File: src/rtl/core/pdu_pkg.sv
// pdu_pkg: shared types and constants of the planar distance unit
// metric codes, datapath widths and the sideband carried through the root pipeline
// no dependencies
`timescale 1ns / 1ps

package pdu_pkg;

    localparam int COORD_W = 24;               // signed Q16.8 coordinate
    localparam int DIFF_W  = COORD_W + 1;      // signed difference
    localparam int ABS_W   = COORD_W;          // absolute difference
    localparam int DIST_W  = 25;               // unsigned Q17.8 distance
    localparam int SQ_W    = 2 * ABS_W;        // one squared difference
    localparam int REM_W   = SQ_W + 1;         // sum of squares, partial remainder
    localparam int TRIAL_W = REM_W + 1;        // trial subtrahend of one root step
    localparam int ROOT_W  = DIST_W;           // bits of the integer square root

    localparam logic [1:0] METRIC_EUCLID = 2'd0;
    localparam logic [1:0] METRIC_MANH   = 2'd1;
    localparam logic [1:0] METRIC_CHEB   = 2'd2;
    localparam logic [1:0] METRIC_BAD    = 2'd3;

    // travels beside the root datapath
    typedef struct packed {
        logic              euc;   // take the square root as the result
        logic              bad;   // selector names no metric
        logic [DIST_W-1:0] alt;   // manhattan or chebyshev result, zero otherwise
    } pdu_side_t;

    typedef struct packed {
        logic              bad;
        logic [DIST_W-1:0] distance;
    } pdu_res_t;

endpackage

File: src/rtl/core/pdu_skid.sv
// pdu_skid: output register with one skid entry
// decouples the pipeline enable from the downstream ready
// depends on pdu_pkg
`timescale 1ns / 1ps

module pdu_skid (
    input  logic               aclk,
    input  logic               aresetn,
    input  logic               pipe_valid,
    input  pdu_pkg::pdu_res_t  pipe_res,
    output logic               pipe_en,
    output logic               m_valid,
    input  logic               m_ready,
    output pdu_pkg::pdu_res_t  m_res
);

    logic               out_valid_reg;
    pdu_pkg::pdu_res_t  out_res_reg;
    logic               skid_valid_reg;
    pdu_pkg::pdu_res_t  skid_res_reg;
    logic               take;
    logic               pipe_take;

    assign pipe_en   = !skid_valid_reg;
    assign take      = out_valid_reg && m_ready;
    assign pipe_take = pipe_valid && pipe_en;

    always_ff @(posedge aclk) begin
        if (!aresetn) begin
            out_valid_reg  <= 1'b0;
            skid_valid_reg <= 1'b0;
        end else begin
            priority if (!out_valid_reg || take) begin
                if (skid_valid_reg) begin
                    out_valid_reg  <= 1'b1;
                    skid_valid_reg <= 1'b0;
                end else begin
                    out_valid_reg <= pipe_take;
                end
            end else if (pipe_take) begin
                skid_valid_reg <= 1'b1;
            end else begin
                skid_valid_reg <= skid_valid_reg;
            end
        end
    end

    always_ff @(posedge aclk) begin
        if (!out_valid_reg || take) begin
            out_res_reg <= skid_valid_reg ? skid_res_reg : pipe_res;
        end
        if (out_valid_reg && !take && pipe_take) begin
            skid_res_reg <= pipe_res;
        end
    end

    assign m_valid = out_valid_reg;
    assign m_res   = out_res_reg;

    // skid entry only fills behind a held output
    a_skid_behind_out: assert property (@(posedge aclk) disable iff (!aresetn)
        skid_valid_reg |-> out_valid_reg)
        else $error("skid entry valid with empty output register");

    a_skid_fill_cause: assert property (@(posedge aclk) disable iff (!aresetn)
        $rose(skid_valid_reg) |-> $past(out_valid_reg && !m_ready && pipe_valid))
        else $error("skid entry filled without a stalled output");

    a_skid_drains: assert property (@(posedge aclk) disable iff (!aresetn)
        (skid_valid_reg && m_ready) |=> !skid_valid_reg)
        else $error("skid entry not drained after output taken");

endmodule
File: config.mk
export PLATFORM = sky130hd
export DESIGN_NAME = pdu_skid
export DESIGN_NICKNAME = d
export VERILOG_FILES = /design/src/rtl/core/pdu_pkg.sv /design/src/rtl/core/pdu_skid.sv
export SDC_FILE = /design/constraint.sdc
export NUM_CORES = 1
export LEC_CHECK = 0
export BUFFER_PORTS_ARGS = -buffer_cell sky130_fd_sc_hd__buf_4
export CAP_MARGIN = 20
export CORE_ASPECT_RATIO = 1.5
export CORE_MARGIN = 2
export CORE_UTILIZATION = 45
export CTS_CLUSTER_SIZE = 24
export DETAILED_ROUTE_END_ITERATION = 16
export PLACE_DENSITY_LB_ADDON = 0.3
export SLEW_MARGIN = 30
export SYNTH_ARGS = -nofsm -noshare
export SYNTH_HDL_FRONTEND = slang
export SYNTH_SLANG_ARGS = --single-unit
File: constraint.sdc
create_clock -name aclk -period 8.4 [get_ports aclk]
set_input_delay 1.68 -clock aclk [delete_from_list [all_inputs] [get_ports aclk]]
set_output_delay 1.68 -clock aclk [all_outputs]
set_load 0.01 [all_outputs]
* Word-level counts from Yosys, hierarchy flattened
Index checks and enable logic that the tools add are counted.
** Storage, ports and cells
- Register bits after elaboration :: 54
- Word-level logic and storage cells :: 18
- Output and inout bits :: 28
- Bits of input ports :: 30
** Operators by class
- Reductions and logical operators :: 9
- Multiplexer cells :: 2
- Bitwise gates (word level) :: 1
** Operator list (number)
- $mux 26 :: 1
- $logic_and 1x1->1 :: 4
- $logic_not 1->1 :: 3
- $reduce_or 2->1 :: 1
- $logic_or 1x1->1 :: 1
- $mux 1 :: 1
- $not 1->1 :: 1

* Logic depth before layout (Yosys ltp)
- Word-level depth :: 4
- Mapped depth :: 4
- Depth with buffers taken out :: 2

* Worst setup path after synthesis
Ideal clock, no wire load.
- Path type :: in2reg
- Start point :: input m_ready
- End point :: register skid_res_reg[0] (netlist bit), enable pin
- Setup time :: 0.447 ns
- Required time :: 7.953 ns
- Stages on the path :: 2
- Slack :: 3.521 ns
- Data arrival time :: 4.432 ns
- Path buffers :: 0
- Cell sequence :: nand2b_1 -> nor3b_1
** Between the ends
- Cells in the longest elaborated chain, start to end :: 4
** RTL lines
- start, declared :: line pdu_skid.sv:13 : input logic m_ready,
- $logic_and 1x1->1 :: line pdu_skid.sv:25 : assign take = out_valid_reg && m_ready;
- $logic_not 1->1 :: line pdu_skid.sv:52 : if (out_valid_reg && !take && pipe_take) begin
- $logic_and 1x1->1 (2 in a row) :: line pdu_skid.sv:52
- end signal, assigned :: line pdu_skid.sv:53 : skid_res_reg <= pipe_res;
- end, declared :: line pdu_skid.sv:20 : pdu_pkg::pdu_res_t skid_res_reg;
No other way between the ends.
A chain may end at the register's enable or synchronous reset.

* Final worst setup path
- Start point :: input m_ready
- End point :: register skid_res_reg[24] (netlist bit), enable pin
Same word-level chain as after synthesis.

==> qor.csv <==
stage,metric,value,unit
placement,worst setup timing slack at the placement stage,4767,ps
clock_network,CTS clock-pin slew for the worst setup and hold paths,90,ps
layout,final instance area,0.002556,mm^2
timing,"Min Clock Period, post-route",3260,ps
setup_path,maximum fanout along the worst path,29,
timing,setup clock skew after layout,8.955,ps
drt,number of design rule violations left after detail routing,0,
logic_synthesis,number of nets in the synthesized netlist,119,
drt,Antenna Violating Nets Remaining,0,
global_routing,GR met1 Demand/Resource,17.42,%
timing,final sum of negative setup slack,0,ps
global_routing,GR Overflow Total,0,
layout,ANT cells,0,
clock_network,CTS tree,yes,
timing,Pins Over Slew Limit,0,
floorplan,initial standard-cell utilization of the core,46.95,%
setup_path,arrival time of data at the critical path endpoint,3250,ps
timing,worst setup slack after layout,5140,ps
clock_network,hold buffer count at cts,0,
setup_path,internal reg-to-reg setup slack,6340,ps
drt,wire length per cell,16.58,um
layout,Layout Utilization,60.21,%
floorplan,area of the die,0.004989,mm^2
setup_path,critical path required time,8390,ps
placement,Detail Placement HPWL,2.295,mm
global_routing,gr usage total,14.48,%
setup_path,startpoint of the most critical register-to-register path,m_valid,
power,leakage dissipation,0.9822,nW
drt,Routed WL,3.316,mm
clock_network,number of buffers created by CTS,5,
logic_synthesis,number of synthesized flops with an enable pin,52,
timing,crit share post-route,38.80,%
clock_network,Max clock buf depth,2,
timing,slew at the pin with the worst max-slew slack,767.1,ps
layout,Nets,183,
global_routing,number of global-route vias before repair,1080,
floorplan,number of placement rows,29,
global_routing,first-pass GRT wire length,5.292,mm
timing,RSZ-0062 raised after global routing,false,
logic_synthesis,sequential share of the synthesized area,80.35,%
drt,via-per-instance ratio,4.930,
logic_synthesis,Yosys reg bits,54,
hold_path,Worst Hold Class,reg -> reg,
drt,drt first pass iters,4,
floorplan,core region area,0.004245,mm^2
clock_network,count of buffers added by post-CTS timing repair for setup,0,
layout,"commonest cells after routing, fill and taps aside","buf_4 (60), edfxtp_1 (52), mux2_2 (19), mux2_4 (7), clkbuf_8 (5)",
hold_path,start point of the worst min-delay path,skid_res_reg[15],
logic_synthesis,library cells used by synthesis,13,
global_routing,met3 global-route usage,4.676,%
setup_path,critical path launch point type,input pin,
logic_synthesis,synth warn,0,
floorplan,Die Height,85.51,um
setup_path,crit-path max cell delay,690,ps
job,max-cap check violation count,0,
setup_path,endpoint type of the worst setup path,flop,
placement,DP Cell Count,192,
layout,Area Overhead vs Synth,28.25,%
global_routing,GR Util met2,23.29,%
global_routing,global route hottest layer,met2,
drt,total number of vias,986,
timing,Hold Worst Slack,550.5,ps
logic_synthesis,Mapped Cells,89,
clock_network,Root Driver,clkbuf_8,
clock_network,number of cells upsized or downsized after cts,0,
clock_network,number of H-tree branching levels,2,
power,total power draw,0.4967,mW
global_routing,maximum number of pins on one net before global-route repair,30,
power,maximum ir drop on the vdd rail,150.7,uV
timing,Max Clock Freq,0.3068,GHz
logic_synthesis,per-instance average area after synthesis,22.40,um^2
floorplan,I/O pin cnt,58,
placement,count of buffers inserted at the top-level ports,57,
layout,fraction of layout cells with a size suffix above 1,61.04,%
clock_network,later-pin clock latency in the skew report,300,ps
run_status,result of the run,"finished, final reports clean",
logic_synthesis,most used flip-flop cell after synthesis,edfxtp_1,
setup_path,worst setup path category,in -> reg,
drt,starting DRC count in detailed routing,29,
power,Power Density,194.3,mW/mm^2
setup_path,critical-path cell with the highest stage delay,nor3b_2,
logic_synthesis,Post-synth ARST share,0,%
setup_path,Critical Path Most Common Cell,buf_4,
global_routing,number of antenna violations at the first check in global routing,0,
placement,area of placed instances,0.002475,mm^2
layout,"most common cell after layout, fill and taps aside",buf_4,
clock_network,Clock Sinks,54,
placement,final weighted congestion in routability-driven placement,0.6876,
setup_path,start point of the critical path,m_ready,
setup_path,critical-path cell list,buf_4 > nand2b_1 > buf_4 > nor3b_2 > buf_4,
timing,worst slew slack as a fraction of its limit,48.64,%
timing,final hold violation count,0,
layout,count of non-filler cells in the finished layout,200,
logic_synthesis,Mapped Area,0.001993,mm^2
floorplan,chip width,58.34,um
timing,Setup-failing EPs final,0,
## worst max-delay path, delay by kind of cell
| kind | cells | cell delay (ps) |
|---|---|---|
| simple gates | 2 | 810 |
| buf+inv | 3 | 740 |
## synth_stat cells, types with 2 or more instances
library cell / instances / area, um^2
mux2_4: 7 / 105.1
dfxtp_1: 2 / 40.04
edfxtp_1: 52 / 1562
mux2_2: 19 / 214.0
## logic make-up after synthesis
| group | synth area share [%] |
|---|---|
| compound gates | 0.3768 |
| buf+inv | 1.757 |
| flops | 80.35 |
| mux | 16.01 |
| simple gates | 1.507 |
## metal layers
layer / share of wire (%) / vias up
li1: - / 474
met1: 41 / 468
met2: 51 / 38
met3: 6.1 / 6
met4: 2.1 / 0
met5: 0 / -
## worst paths after layout
check,to,depth (start not counted)
setup / recovery,skid_res_reg[24],5
hold / removal,m_res[15],1
setup reg to reg,skid_res_reg[24],4
hold reg to reg,m_res[15],1
## power breakdown
| group | switching [mW] | internal, mW | leakage [nW] |
|---|---|---|---|
| sequential | 0.00386 | 0.310 | 0.522 |
| clock | 0.0770 | 0.0575 | 0.0426 |
| combinational | 0.0198 | 0.0287 | 0.417 |
| total | 0.101 | 0.396 | 0.982 |
## final cells by class
class	count	area, um^2
tap	46	57.56
clock inverter	2	8.758
timing repair buffer	60	450.4
sequential	54	1602
inverter	1	3.754
multi-input combinational	31	361.6
fill	316	1689
clock buffer	6	72.57
Note: power is estimated with default switching activity, not from simulation.
