`src/rtl/core/pdu_pkg.sv`:
```
// pdu_pkg: shared types and constants of the planar distance unit
// metric codes, datapath widths and the sideband carried through the root pipeline
// no dependencies
`timescale 1ns / 1ps

package pdu_pkg;

    localparam int COORD_W = 24;               // signed Q16.8 coordinate
    localparam int DIFF_W  = COORD_W + 1;      // signed difference
    localparam int ABS_W   = COORD_W;          // absolute difference
    localparam int DIST_W  = 25;               // unsigned Q17.8 distance
    localparam int SQ_W    = 2 * ABS_W;        // one squared difference
    localparam int REM_W   = SQ_W + 1;         // sum of squares, partial remainder
    localparam int TRIAL_W = REM_W + 1;        // trial subtrahend of one root step
    localparam int ROOT_W  = DIST_W;           // bits of the integer square root

    localparam logic [1:0] METRIC_EUCLID = 2'd0;
    localparam logic [1:0] METRIC_MANH   = 2'd1;
    localparam logic [1:0] METRIC_CHEB   = 2'd2;
    localparam logic [1:0] METRIC_BAD    = 2'd3;

    // travels beside the root datapath
    typedef struct packed {
        logic              euc;   // take the square root as the result
        logic              bad;   // selector names no metric
        logic [DIST_W-1:0] alt;   // manhattan or chebyshev result, zero otherwise
    } pdu_side_t;

    typedef struct packed {
        logic              bad;
        logic [DIST_W-1:0] distance;
    } pdu_res_t;

endpackage

```
`src/rtl/core/pdu_sqrt_stage.sv`:
```
// pdu_sqrt_stage: one digit of the restoring integer square root
// decides root bit BIT with one compare and subtract; registered output
// depends on pdu_pkg
`timescale 1ns / 1ps

module pdu_sqrt_stage #(
    parameter int BIT = 0
) (
    input  logic                          aclk,
    input  logic                          aresetn,
    input  logic                          en,
    input  logic                          in_valid,
    input  logic [pdu_pkg::REM_W-1:0]     rem_in,
    input  logic [pdu_pkg::ROOT_W-1:0]    root_in,
    input  pdu_pkg::pdu_side_t            side_in,
    output logic                          out_valid,
    output logic [pdu_pkg::REM_W-1:0]     rem_out,
    output logic [pdu_pkg::ROOT_W-1:0]    root_out,
    output pdu_pkg::pdu_side_t            side_out
);

    localparam logic [pdu_pkg::TRIAL_W-1:0] SQ_BIT  = pdu_pkg::TRIAL_W'(1) << (2 * BIT);
    localparam logic [pdu_pkg::ROOT_W-1:0]  ROOT_BIT = pdu_pkg::ROOT_W'(1) << BIT;

    logic                          valid_reg;
    logic [pdu_pkg::REM_W-1:0]     rem_reg, rem_next;
    logic [pdu_pkg::ROOT_W-1:0]    root_reg, root_next;
    pdu_pkg::pdu_side_t            side_reg;
    logic [pdu_pkg::TRIAL_W-1:0]   trial;
    logic                          fits;

    // (root + 2^bit)^2 - root^2 = root * 2^(bit+1) + 2^(2*bit)
    assign trial = (pdu_pkg::TRIAL_W'(root_in) << (BIT + 1)) + SQ_BIT;
    assign fits  = pdu_pkg::TRIAL_W'(rem_in) >= trial;

    always_comb begin
        if (fits) begin
            rem_next  = rem_in - trial[pdu_pkg::REM_W-1:0];
            root_next = root_in | ROOT_BIT;
        end else begin
            rem_next  = rem_in;
            root_next = root_in;
        end
    end

    always_ff @(posedge aclk) begin
        if (!aresetn) begin
            valid_reg <= 1'b0;
        end else if (en) begin
            valid_reg <= in_valid;
        end
    end

    always_ff @(posedge aclk) begin
        if (en) begin
            rem_reg  <= rem_next;
            root_reg <= root_next;
            side_reg <= side_in;
        end
    end

    assign out_valid = valid_reg;
    assign rem_out   = rem_reg;
    assign root_out  = root_reg;
    assign side_out  = side_reg;

endmodule

```
`config.mk`:
```
export PLATFORM = sky130hd
export DESIGN_NAME = pdu_sqrt_stage
export DESIGN_NICKNAME = d
export VERILOG_FILES = /design/src/rtl/core/pdu_pkg.sv /design/src/rtl/core/pdu_sqrt_stage.sv
export SDC_FILE = /design/constraint.sdc
export NUM_CORES = 1
export LEC_CHECK = 0
export BUFFER_PORTS_ARGS = -buffer_cell sky130_fd_sc_hd__buf_2
export CORE_ASPECT_RATIO = 2
export CORE_MARGIN = 2
export CORE_UTILIZATION = 30
export DETAILED_ROUTE_END_ITERATION = 8
export HOLD_SLACK_MARGIN = 0.12
export PLACE_DENSITY = 0.56
export SYNTH_ARGS = -nofsm -noshare
export SYNTH_HDL_FRONTEND = slang
export SYNTH_SLANG_ARGS = --single-unit
```
`constraint.sdc`:
```
create_clock -name aclk -period 7.2 [get_ports aclk]
set_input_delay 0.36 -clock aclk [delete_from_list [all_inputs] [get_ports aclk]]
set_output_delay 0.36 -clock aclk [all_outputs]
set_load 0.05 [all_outputs]
```
# After elaboration in Yosys (flattened, before gate mapping)
# Index checks and enable logic that the tools add are counted.
# totals
input_bits,105
elab_cells,11
regBits,102
# op_classes
add_sub_neg,2
mux,1
magnitude_cmp,1
# ops
cell,count
49-bit by 27-bit greater-or-equal comparator with 1-bit output,1
49-bit 2-to-1 mux,1
49-bit by 27-bit subtractor with 49-bit output,1
"26-bit by 1-bit adder with 27-bit output, second input constant",1

# Longest topological paths before layout
# depth
word_depth,3
mapped_depth,13
ltp_nobuf,11

# Worst setup path before layout
# OpenSTA, ideal clock, no wires.
# synth_path
path_type,input -> register
startpoint,input port root_in[1] (netlist bit)
endpoint,register rem_reg (netlist bit rem_out[29]) (data pin)
setup_time_ns,0.260
stages,12
n_path_buf,2
slack_ns,4.160
t_arrival_ns,2.780
path_cell_list,inv_1 ha_1 o211a_1 a221o_1 a31oi_1 o21bai_1 a31o_2 a221oi_4 buf_6 buf_6 nor2_1 mux2_2
# synth_via
elab_chain_cells,3
# synth_rtl
item,line,rtl
from (decl),pdu_sqrt_stage.sv:14,"input logic [pdu_pkg::ROOT_W-1:0] root_in,"
26-bit by 1-bit adder with 27-bit output *,pdu_sqrt_stage.sv:33,assign trial = (pdu_pkg::TRIAL_W'(root_in) << (BIT + 1)) + SQ_BIT;
49-bit by 27-bit subtractor with 49-bit output / 49-bit by 27-bit greater-or-equal comparator with 1-bit output (equally long branches),"pdu_sqrt_stage.sv:38, pdu_sqrt_stage.sv:34",
49-bit 2-to-1 mux *,pdu_sqrt_stage.sv:37,if (fits) begin
via rem_next (one bit),pdu_sqrt_stage.sv:26,"logic [pdu_pkg::REM_W-1:0] rem_reg, rem_next;"
to (signal assigned),pdu_sqrt_stage.sv:56,rem_reg <= rem_next;
to (decl),pdu_sqrt_stage.sv:26,
# The timed path passes the listed nets; every way through them passes the cells marked *.
# A chain may end at the register's enable or synchronous reset.

# Final worst setup path
# layout_path
startpoint,input port root_in[0] (netlist bit)
endpoint,register rem_reg (netlist bit rem_out[12]) (data pin)
# Same word-level chain as after synthesis.

==> results.yml <==
status:
  outcome: "finished clean"
worst_setup_path:
  cp_slowest_cell: "a221oi_4"
  worstPathBufferInverterCount: 3
  cpPeakStageDelay_ps: 570
  cp-end-kind: "flip-flop"
  crit_path_start_kind: "input port"
  required_ps: 7300
  r2r_cells: 2
  r2r_end: "out_valid"
  cp.arrival_ps: 3740
  path_delay_family: "compound AO/OA/AOI/OAI gates"
  reg2reg_slack_ps: 6610
  path_class: "in -> reg"
  cp.depth: 11
  crit_fanout: 43
  reg2reg_from: "out_valid"
  crit_chain: "buf_2 -> inv_1 -> ha_1 -> a211o_1 -> a221o_1 -> a31oi_1 -> o21bai_1 -> a31o_2 -> a221oi_4 -> buf_4 -> mux2_2"
synthesis:
  yosysTopAreaCellShare_pct: 55.96
  ys.flop_type: "edfxtp_1"
  ys_ff_latch: 102
  synth_area_leader_cell: "edfxtp_1"
  async_reset_ff_share_pct: 0
  avgSynthCellArea_um2: 11.34
  synth_edf_count: 101
  seq_area_frac_synth_pct: 56.33
  synth_nets: 610
  synth_cells: 478
  yosysWarnings: 0
  synth_area_um2: 5420
  synthTopCellsByArea: "edfxtp_1 (56%), ha_1 (6.0%), xor2_1 (4.2%)"
  yosysUniqueCellTypes: 58
die:
  start_util_pct: 30.63
  core_area_um2: 17700
  fp.dieH_um: 194.1
  die_w_um: 99.05
  placementRows: 69
  dieArea_um2: 19220
  ios: 207
cts:
  clkLatencyLatePin_ps: 350
  cts_buffers: 9
  clockBufferDepth: 2
  ctsResizeCount: 0
  path_clk_slew_ps: 70
  postCtsHoldBufs: 0
  cts_tree: "built"
  post-cts-setup-buffers: 0
  htreeDepth: 3
  cts_root_buf: "clkbuf_16"
  cts.sinks: 102
finish:
  regArea_um2: 3053
  design_area_um2: 6935
  fin_util_pct: 39.19
  multi_input_area_um2: 2152
  final_nets: 812
  drive_above_1_share_pct: 33.48
  nFillCells: 1746
  syn2layout_area_growth_pct: 27.95
worst_hold_path:
  hp-start: "side_in[24]"
  whs_path_depth: 1
  min_delay_worst_endpoint: "side_out[24]"
  hold_path_class: "in -> reg"
global_routing:
  grt_pass1_vias: 4548
  grt-ovfl-total: 0
  grtUsageTotal_pct: 15.46
  grt_start_max_net_pins: 66
  antenna_found_initial: 3
  grt_pass1_wl_mm: 23.10
sta:
  relSlewSlack_pct: 43.40
  max_freq_mhz: 274.3
  final-hold-violation-count: 0
  clock_skew_ps: 0
  drv_slew: 0
  period_minus_slack_ps: 3646
  fin_tns_setup_ps: 0
  rsz0062_at_grt: "no"
  final-setup-viol-count: 0
  fin_crit_sh_pct: 50.64
  worstMarginPinSlew_ps: 849.0
placement:
  gp_congestion: 0.8817
  place_area_um2: 6648
  port_buffers: 206
  detailed_place_hpwl_mm: 12.08
power_and_ir_drop:
  leakage_nw: 2.930
  ir_drop_mv: 0.1319
  total_power_mw: 1.708
  power.density_nw_per_um2: 246.3
detailed_routing:
  vias: 4427
  wl_per_cell_um: 16.74
  firstDrtPassIters: 7
  drc_errors: 0
  drt_iter0_drc: 194
  detail-route-antenna-nets: 0
  post_drt_via_cell_ratio: 4.919
  wl_mm: 15.07
flow_run:
  maxCapViolCount: 0
-- state kept, by name, indices dropped and copies added (netlist names) --
name,cells
side_out,27
root_out,25
out_valid,1
rem_out,49
-- cell type report --
class	count	share of cell area (%)
Antenna cell	3	0.1082
Clock buffer	10	3.301
Multi-Input combinational cell	325	31.03
Inverter	34	1.840
Sequential cell	102	44.02
Timing Repair Buffer	208	15.12
Tap cell	213	3.843
Clock inverter	5	0.7397
-- worst max path at each step --
stage,to,slack (ps),start
6_report,rem_out[12],3550,root_in[0]
5_1_grt,rem_out[12],3320,root_in[0]
4_1_cts,rem_out[12],3550,rem_in[2]
3_5_place_dp,rem_out[12],3190,rem_in[2]
3_3_place_gp,rem_out[12],3250,root_in[0]
2_1_floorplan,rem_out[29],4160,root_in[1]
-- per-stage QoR --
step | instances | setup slack (ps) | hold WS (ps)
final | 900 | 3554 | 187.8
after global routing | 898 | 3322 | 169.1
after CTS | 897 | 3546 | 167.6
after detailed placement | 882 | 3188 | 520.8
after global placement | 882 | 3254 | 490.0
after floorplan | 478 | 4160 | 458.9
-- cells in the final DEF, fill, tap and decap left out, drive strengths merged, types with 7 or more instances in the layout --
master / synthesis / layout
ha: 26 / 26
nand2: 52 / 52
xor2: 26 / 26
nor3: 13 / 13
o21ai: 36 / 36
a21oi: 35 / 35
clkbuf: 9 / 10
o211ai: 7 / 7
nand4: 7 / 7
nor4: 10 / 10
xnor2: 19 / 19
inv: 34 / 34
buf: 8 / 208
nor2: 25 / 25
edfxtp: 101 / 101
-- per-layer routing --
metal	share of wire (%)	global-route usage (%)	routed length, µm	vias up
li1	-	-	-	2151
met1	35	15.13	5227	2092
met2	55	29.03	8362	154
met3	6.0	3.425	911	28
met4	3.7	8.574	554	2
met5	0.073	0	11	-
-- power by group --
part           switching (mW)  internal (mW)  leakage [nW]
Combinational           0.363          0.128          1.80
Clock                   0.211          0.266         0.137
Sequential             0.0149          0.726         0.997
Total                   0.589           1.12          2.93
-- worst register-to-register path, cell delays in order, from the launching register on --
cell and delay, ps:
dfxtp_1 310, mux2i_1 120, nor2b_1 60
-- Yosys cell counts (all sizes together), types with 2 or more instances --
library cell,count
inv,34
a21boi,2
nor2b,4
and3,3
o21a,4
o21bai,2
o211ai,7
and2,2
nand2,52
a2111o,2
nor3,13
a21oi,35
edfxtp,101
nor2,25
xnor2,19
a31oi,3
buf,8
nand3,4
xor2,26
o22ai,2
or3,5
or4,5
a21o,4
clkbuf,9
nand2b,5
ha,26
o21ai,36
mux2,2
nand4,7
or2,2
nor4,10
-- cell families after synthesis --
group                    Yosys count  share of synthesized area [%]
multiplexers                       3                         0.6002
AND/OR/NAND/NOR                  141                          12.88
AO/OA/AOI/OAI                    109                          12.58
XOR/XNOR                          45                          7.272
adder cells (fa/ha/maj)           27                          6.371
buffers and inverters             51                          3.970
flip-flops                       102                          56.33
(Power assumes the default switching activity.)
