**src/rtl/core/pdu_pkg.sv**
```systemverilog
// pdu_pkg: shared types and constants of the planar distance unit
// metric codes, datapath widths and the sideband carried through the root pipeline
// no dependencies
`timescale 1ns / 1ps

package pdu_pkg;

    localparam int COORD_W = 24;               // signed Q16.8 coordinate
    localparam int DIFF_W  = COORD_W + 1;      // signed difference
    localparam int ABS_W   = COORD_W;          // absolute difference
    localparam int DIST_W  = 25;               // unsigned Q17.8 distance
    localparam int SQ_W    = 2 * ABS_W;        // one squared difference
    localparam int REM_W   = SQ_W + 1;         // sum of squares, partial remainder
    localparam int TRIAL_W = REM_W + 1;        // trial subtrahend of one root step
    localparam int ROOT_W  = DIST_W;           // bits of the integer square root

    localparam logic [1:0] METRIC_EUCLID = 2'd0;
    localparam logic [1:0] METRIC_MANH   = 2'd1;
    localparam logic [1:0] METRIC_CHEB   = 2'd2;
    localparam logic [1:0] METRIC_BAD    = 2'd3;

    // travels beside the root datapath
    typedef struct packed {
        logic              euc;   // take the square root as the result
        logic              bad;   // selector names no metric
        logic [DIST_W-1:0] alt;   // manhattan or chebyshev result, zero otherwise
    } pdu_side_t;

    typedef struct packed {
        logic              bad;
        logic [DIST_W-1:0] distance;
    } pdu_res_t;

endpackage

```
**src/rtl/core/pdu_front.sv**
```systemverilog
// pdu_front: differences, absolute values, squares and sum of squares
// four register stages ahead of the root pipeline; non-euclidean results finish here
// depends on pdu_pkg
`timescale 1ns / 1ps

module pdu_front (
    input  logic                               aclk,
    input  logic                               aresetn,
    input  logic                               en,
    input  logic                               in_valid,
    input  logic [1:0]                         cmd,
    input  logic signed [pdu_pkg::COORD_W-1:0] ax,
    input  logic signed [pdu_pkg::COORD_W-1:0] ay,
    input  logic signed [pdu_pkg::COORD_W-1:0] bx,
    input  logic signed [pdu_pkg::COORD_W-1:0] by,
    output logic                               out_valid,
    output logic [pdu_pkg::REM_W-1:0]          sum_sq,
    output pdu_pkg::pdu_side_t                 side
);

    // stage 1: signed differences
    logic                               v1_reg;
    logic [1:0]                         cmd1_reg;
    logic signed [pdu_pkg::DIFF_W-1:0]  dx1_reg, dy1_reg;
    // stage 2: absolute differences
    logic                               v2_reg;
    logic [1:0]                         cmd2_reg;
    logic [pdu_pkg::ABS_W-1:0]          ax2_reg, ay2_reg;
    // stage 3: squares and the simple metrics
    logic                               v3_reg;
    logic [pdu_pkg::SQ_W-1:0]           sqx3_reg, sqy3_reg;
    pdu_pkg::pdu_side_t                 side3_reg, side3_next;
    // stage 4: sum of squares
    logic                               v4_reg;
    logic [pdu_pkg::REM_W-1:0]          sum4_reg;
    pdu_pkg::pdu_side_t                 side4_reg;

    logic [pdu_pkg::ABS_W-1:0]          ax_abs_next, ay_abs_next;

    assign ax_abs_next = dx1_reg[pdu_pkg::DIFF_W-1] ? pdu_pkg::ABS_W'(-dx1_reg)
                                                    : dx1_reg[pdu_pkg::ABS_W-1:0];
    assign ay_abs_next = dy1_reg[pdu_pkg::DIFF_W-1] ? pdu_pkg::ABS_W'(-dy1_reg)
                                                    : dy1_reg[pdu_pkg::ABS_W-1:0];

    always_comb begin
        side3_next.euc = (cmd2_reg == pdu_pkg::METRIC_EUCLID);
        side3_next.bad = (cmd2_reg == pdu_pkg::METRIC_BAD);
        unique case (cmd2_reg)
            pdu_pkg::METRIC_MANH: begin
                side3_next.alt = pdu_pkg::DIST_W'(ax2_reg) + pdu_pkg::DIST_W'(ay2_reg);
            end
            pdu_pkg::METRIC_CHEB: begin
                side3_next.alt = (ax2_reg > ay2_reg) ? pdu_pkg::DIST_W'(ax2_reg)
                                                     : pdu_pkg::DIST_W'(ay2_reg);
            end
            pdu_pkg::METRIC_EUCLID, pdu_pkg::METRIC_BAD: begin
                side3_next.alt = '0;
            end
        endcase
    end

    always_ff @(posedge aclk) begin
        if (!aresetn) begin
            v1_reg <= 1'b0;
            v2_reg <= 1'b0;
            v3_reg <= 1'b0;
            v4_reg <= 1'b0;
        end else if (en) begin
            v1_reg <= in_valid;
            v2_reg <= v1_reg;
            v3_reg <= v2_reg;
            v4_reg <= v3_reg;
        end
    end

    always_ff @(posedge aclk) begin
        if (en) begin
            cmd1_reg  <= cmd;
            dx1_reg   <= pdu_pkg::DIFF_W'(bx) - pdu_pkg::DIFF_W'(ax);
            dy1_reg   <= pdu_pkg::DIFF_W'(by) - pdu_pkg::DIFF_W'(ay);
            cmd2_reg  <= cmd1_reg;
            ax2_reg   <= ax_abs_next;
            ay2_reg   <= ay_abs_next;
            sqx3_reg  <= ax2_reg * ax2_reg;
            sqy3_reg  <= ay2_reg * ay2_reg;
            side3_reg <= side3_next;
            sum4_reg  <= pdu_pkg::REM_W'(sqx3_reg) + pdu_pkg::REM_W'(sqy3_reg);
            side4_reg <= side3_reg;
        end
    end

    assign out_valid = v4_reg;
    assign sum_sq    = sum4_reg;
    assign side      = side4_reg;

endmodule

```
**config.mk**
```make
export PLATFORM = sky130hd
export DESIGN_NAME = pdu_front
export DESIGN_NICKNAME = d
export VERILOG_FILES = /design/src/rtl/core/pdu_pkg.sv /design/src/rtl/core/pdu_front.sv
export SDC_FILE = /design/constraint.sdc
export NUM_CORES = 2
export LEC_CHECK = 0
export ABC_AREA = 1
export BUFFER_PORTS_ARGS = -buffer_cell sky130_fd_sc_hd__clkbuf_2
export CAP_MARGIN = 40
export CORE_UTILIZATION = 40
export CTS_CLUSTER_DIAMETER = 50
export DETAILED_ROUTE_END_ITERATION = 8
export PLACE_DENSITY = 0.61
export SYNTH_ARGS = -nofsm -noshare
export SYNTH_HDL_FRONTEND = slang
export SYNTH_SLANG_ARGS = --single-unit
```
**constraint.sdc**
```tcl
create_clock -name aclk -period 19.3 [get_ports aclk]
set_input_delay 2.895 -clock aclk [delete_from_list [all_inputs] [get_ports aclk]]
set_output_delay 2.895 -clock aclk [all_outputs]
set_load 0.1 [all_outputs]
```
# --- Word level (Yosys, flattened, before mapping) ---
# Cells that the tools add are included.
# W data, S select, Z words.
word_totals:
  register_bits: 305
  input_bits: 102
  wordCells: 37
  out_inout_bits: 77
op_classes:
  magnitude_cmp: 1
  n_mux: 4
  n_eq_ne: 3
  reduce_logical: 2
  n_mul: 2
  add_sub_neg: 6
ops:
  columns: ["op", "count"]
  rows:
  - ["$mul A24 B24 Y48", 2]
  - ["$pmux W25 S3", 1]
  - ["$mux W24", 3]
  - ["$sub A24 B24 Y25", 2]
  - ["$add A48 B48 Y49", 1]
  - ["$neg A24 Y24", 2]
  - ["$add A24 B24 Y25", 1]
  - ["$gt A24 B24 Y1", 1]
  - ["$eq A2 B2 Y1 const B", 2]
  - ["$eq A2 B1 Y1 const B", 1]
  - ["$logic_not A2 Y1", 1]
  - ["$reduce_or A2 Y1", 1]

# --- Logic depth before layout (Yosys ltp) ---
logic_depth:
  word_depth: 3
  mapped_depth: 30
  ltp_nobuf: 28

# --- Worst setup path after synthesis ---
# OpenSTA, ideal clock, no wires.
synth_timing:
  path_kind: "register -> register"
  startpoint: "register ay2_reg[0] (netlist name)"
  endpoint: "register sqy3_reg[38] (netlist name), data pin"
  path_stages_with_launch: 27
  n_path_buf: 2
  arrival_time_ns: 6.012
  setup_ns: 0.253
  slack_ns: 13.035
  path_cell_list: "edfxtp_1 > clkbuf_1 > clkbuf_1 > nand2_1 > fa_1 > inv_1 > fa_1 > inv_1 > fa_1 > inv_1 > fa_1 > inv_1 > fa_1 > inv_1 > fa_1 > inv_1 > fa_1 > inv_1 > ha_1 > nand2_1 > nor2_1 > inv_1 > nor2_1 > nand3_1 > nand3b_1 > nand4_1 > nand2_1"
synth_between:
  elab_chain_cells: 1
synth_lines:
  columns: ["item", "line_no", "rtl"]
  rows:
  - ["start: declaration", "pdu_front.sv:28", "logic [pdu_pkg::ABS_W-1:0] ax2_reg, ay2_reg;"]
  - ["start signal: assignment", "pdu_front.sv:83", "ay2_reg <= ay_abs_next;"]
  - ["$mul A24 B24 Y48", "pdu_front.sv:85", "sqy3_reg <= ay2_reg * ay2_reg;"]
  - ["end signal: assignment", "pdu_front.sv:85", null]
  - ["end: declaration", "pdu_front.sv:31", "logic [pdu_pkg::SQ_W-1:0] sqx3_reg, sqy3_reg;"]
# Every way passes these cells.
# A chain may end at the register's enable or synchronous reset.

# --- Worst setup path in the final report ---
layout_timing:
  startpoint: "register ay2_reg[9] (netlist name)"
  endpoint: "register sqy3_reg[46] (netlist name), data pin"
# The elaborated chain is that of the path after synthesis.

==> results.cfg <==
[outcome]
status = completed

[placement]
post-place-ws_ns = 12.49
dp.cells = 8579
gp_congestion = 0.975
port_buffers = 178
dp_hpwl_um = 126000

[floorplanning]
pin_count = 179
core_area_um2 = 132000
die_h_um = 368
dieArea_um2 = 136000
die_x_um = 368
fp-row-count = 133
initial_core_util_pct = 40.5

[cts]
worstSkewPairLatency_ns = 0.60
post_cts_resized = 0
cts_made_buffers = 43
hold_buffers = 0
cts_tree = yes
clock_path_buffers = 3
h-tree-depth = 2
clock-sinks = 303
cts-root-buf = clkbuf_16
post-cts-setup-buffers = 0
path_clk_slew_ns = 0.05

[cells_and_area]
area_growth_pct = 8.39
layout.nets = 8313
layout_commonest_cell = inv_1
diodes = 0
final_cells = 8656
drive_gt1_share_pct = 4.61
largest_reg_flops = 49
mostFrequentLayoutCells = inv_1, nand2_1, fa_1
final_util_pct = 43.9
fillers = 13300

[routing]
post-route-drc-count = 0
drtAntennaViolNets = 0
routed_via_density = 4.89
dr.pass1.iters = 8
post_drt_wl_per_cell_um = 17.5
first_iter_violations = 2837
routed_wl_um = 151000
num_vias = 42400

[worst_hold_path]
hold_start = side3_reg[21]
min_path_type = register to register
worstHoldEndpoint = side[21]
hold_path_depth = 0

[timing]
slew_headroom_pct = 34.3
setup_violations = 0
fmax_mhz = 146
clock-skew-final_ns = 0.0395
finalMaxSlewViolations = 0
tns_ns = 0
tightest_slew_ns = 0.986
period_needed_ns = 6.85
fin_ws_ns = 12.45
hold_viol = 0
min_period_over_period_pct = 35.5
rsz0062_at_grt = false

[global_route]
grt_pass1_vias = 44400
grt_max_degree = 109
groute.usage.overall_pct = 22.9
antenna_found_initial = 3
overflow = 0
grt_pass1_wl_um = 243000

[logic_synthesis]
synth_area_um2 = 53600
syn_nets = 8154
synth_top_cells_by_area = fa_1, edfxtp_1, inv_1
synth-xor-area-share_pct = 2.96
synth_compound_area_share_pct = 5.21
synth.distinct_cells = 40
synthCells = 6710
syn_avg_cell_area_um2 = 7.99
yosys_warnings = 0
synth_top_family_by_area = adder cells
synth.area.mux_share_pct = 0
synthAdderAreaFrac_pct = 43.1
synth_top_area_share_pct = 31.6
synth.largest_area_cell = fa_1
yosys.area_share.simple_pct = 17.5
synth_seq_cells = 303
ys_seq_area_share_pct = 16.9

[setup_path]
ff2ff_path_depth = 24
start_kind = register
r2r_slack_ns = 12.45
timing.rr.start = ay2_reg[9]
worstPathArrival_ns = 7.21
path_class = register to register
crit_path_max_fanout = 14
cp.required_ns = 19.66
crit_path_end_kind = register
r2r_end = sqy3_reg[46]

[job]
drv_cap = 0
-- cell usage after synthesis, drive strengths merged --
cell type,n
nand4,51
clkbuf,111
o21a,8
a21boi,12
a21oi,271
o21ai,156
nand2,1583
nor4,6
and2,9
a21o,10
o21ba,1
nand3b,4
xnor2,54
o21bai,42
nor3b,2
edfxtp,299
ha,496
o211ai,3
buf,8
a31oi,5
o31ai,5
nor2,363
xor2,127
nand3,256
fa,846
and3,1
nor3,54
dfxtp,4
or2,3
inv,1920
-- through the flow --
stage               hold WS (ns)  cell area [um2]
floorplan                  0.400            53600
global placement           0.403            56700
detailed placement         0.405            56700
CTS                        0.418            58100
global route               0.426            58100
finish                     0.416            58100
-- cells by family (layout without fill, tap and decap cells) --
| logic type | count (synthesis) | count (layout) |
|---|---|---|
| buffers and inverters | 2039 | 2230 |
| AND/OR/NAND/NOR | 2332 | 2332 |
| flip-flops | 303 | 303 |
| AO/OA/AOI/OAI | 513 | 513 |
| adder cells (fa/ha/maj) | 1342 | 1342 |
| XOR/XNOR | 181 | 181 |
-- critical path, stage by stage, from the launching register on --
cell and delay (ns):
edfxtp_1 0.67, buf_4 0.37, nand2_1 0.16, fa_1 0.53, inv_1 0.06, fa_1 0.53, inv_1 0.06, fa_1 0.49
fa_1 0.54, inv_1 0.05, fa_1 0.45, fa_1 0.49, inv_1 0.05, fa_1 0.56, inv_1 0.07, ha_1 0.42
nand2_1 0.13, nor2_1 0.16, inv_1 0.09, nor3_1 0.30, nand2_1 0.13, nor2_1 0.11, nand2_1 0.07, nand4_1 0.10
nand2_1 0.06
-- layout make-up --
class	count	area [um2]	area share (%)
clock buffers	53	1160	1.99
inverters	1920	7210	12.4
repair buffers	233	1350	2.32
clock inverters	24	269	0.463
well taps	1755	2200	3.78
multi-input cells	4368	36900	63.5
flip-flops and latches	303	9060	15.6
-- metal layers --
| layer | up-vias | global-route usage (%) | wire (um) |
|---|---|---|---|
| li1 | 20300 | - | - |
| met1 | 20400 | 31.1 | 67300 |
| met2 | 1381 | 37.8 | 69300 |
| met3 | 241 | 3.01 | 9780 |
| met4 | 2 | 7.17 | 5060 |
| met5 | - | 0 | 13 |
-- worst max path at each step --
| stage | endpoint | slack [ns] | depth (start not counted) | start |
|---|---|---|---|---|
| detailed placement | sqy3_reg[38] | 12.49 | 23 | ay2_reg[9] |
| global route | sqy3_reg[46] | 11.99 | 24 | ay2_reg[9] |
| finish | sqy3_reg[46] | 12.45 | 24 | ay2_reg[9] |
| floorplan | sqy3_reg[38] | 13.04 | 26 | ay2_reg[0] |
| CTS | sqx3_reg[39] | 12.48 | 23 | ax2_reg[11] |
| global placement | sqy3_reg[38] | 12.48 | 25 | ay2_reg[10] |
Power is left out: the tool's default activity adds up to more than one toggle a clock period on the data nets, which glitch-free logic cannot reach.
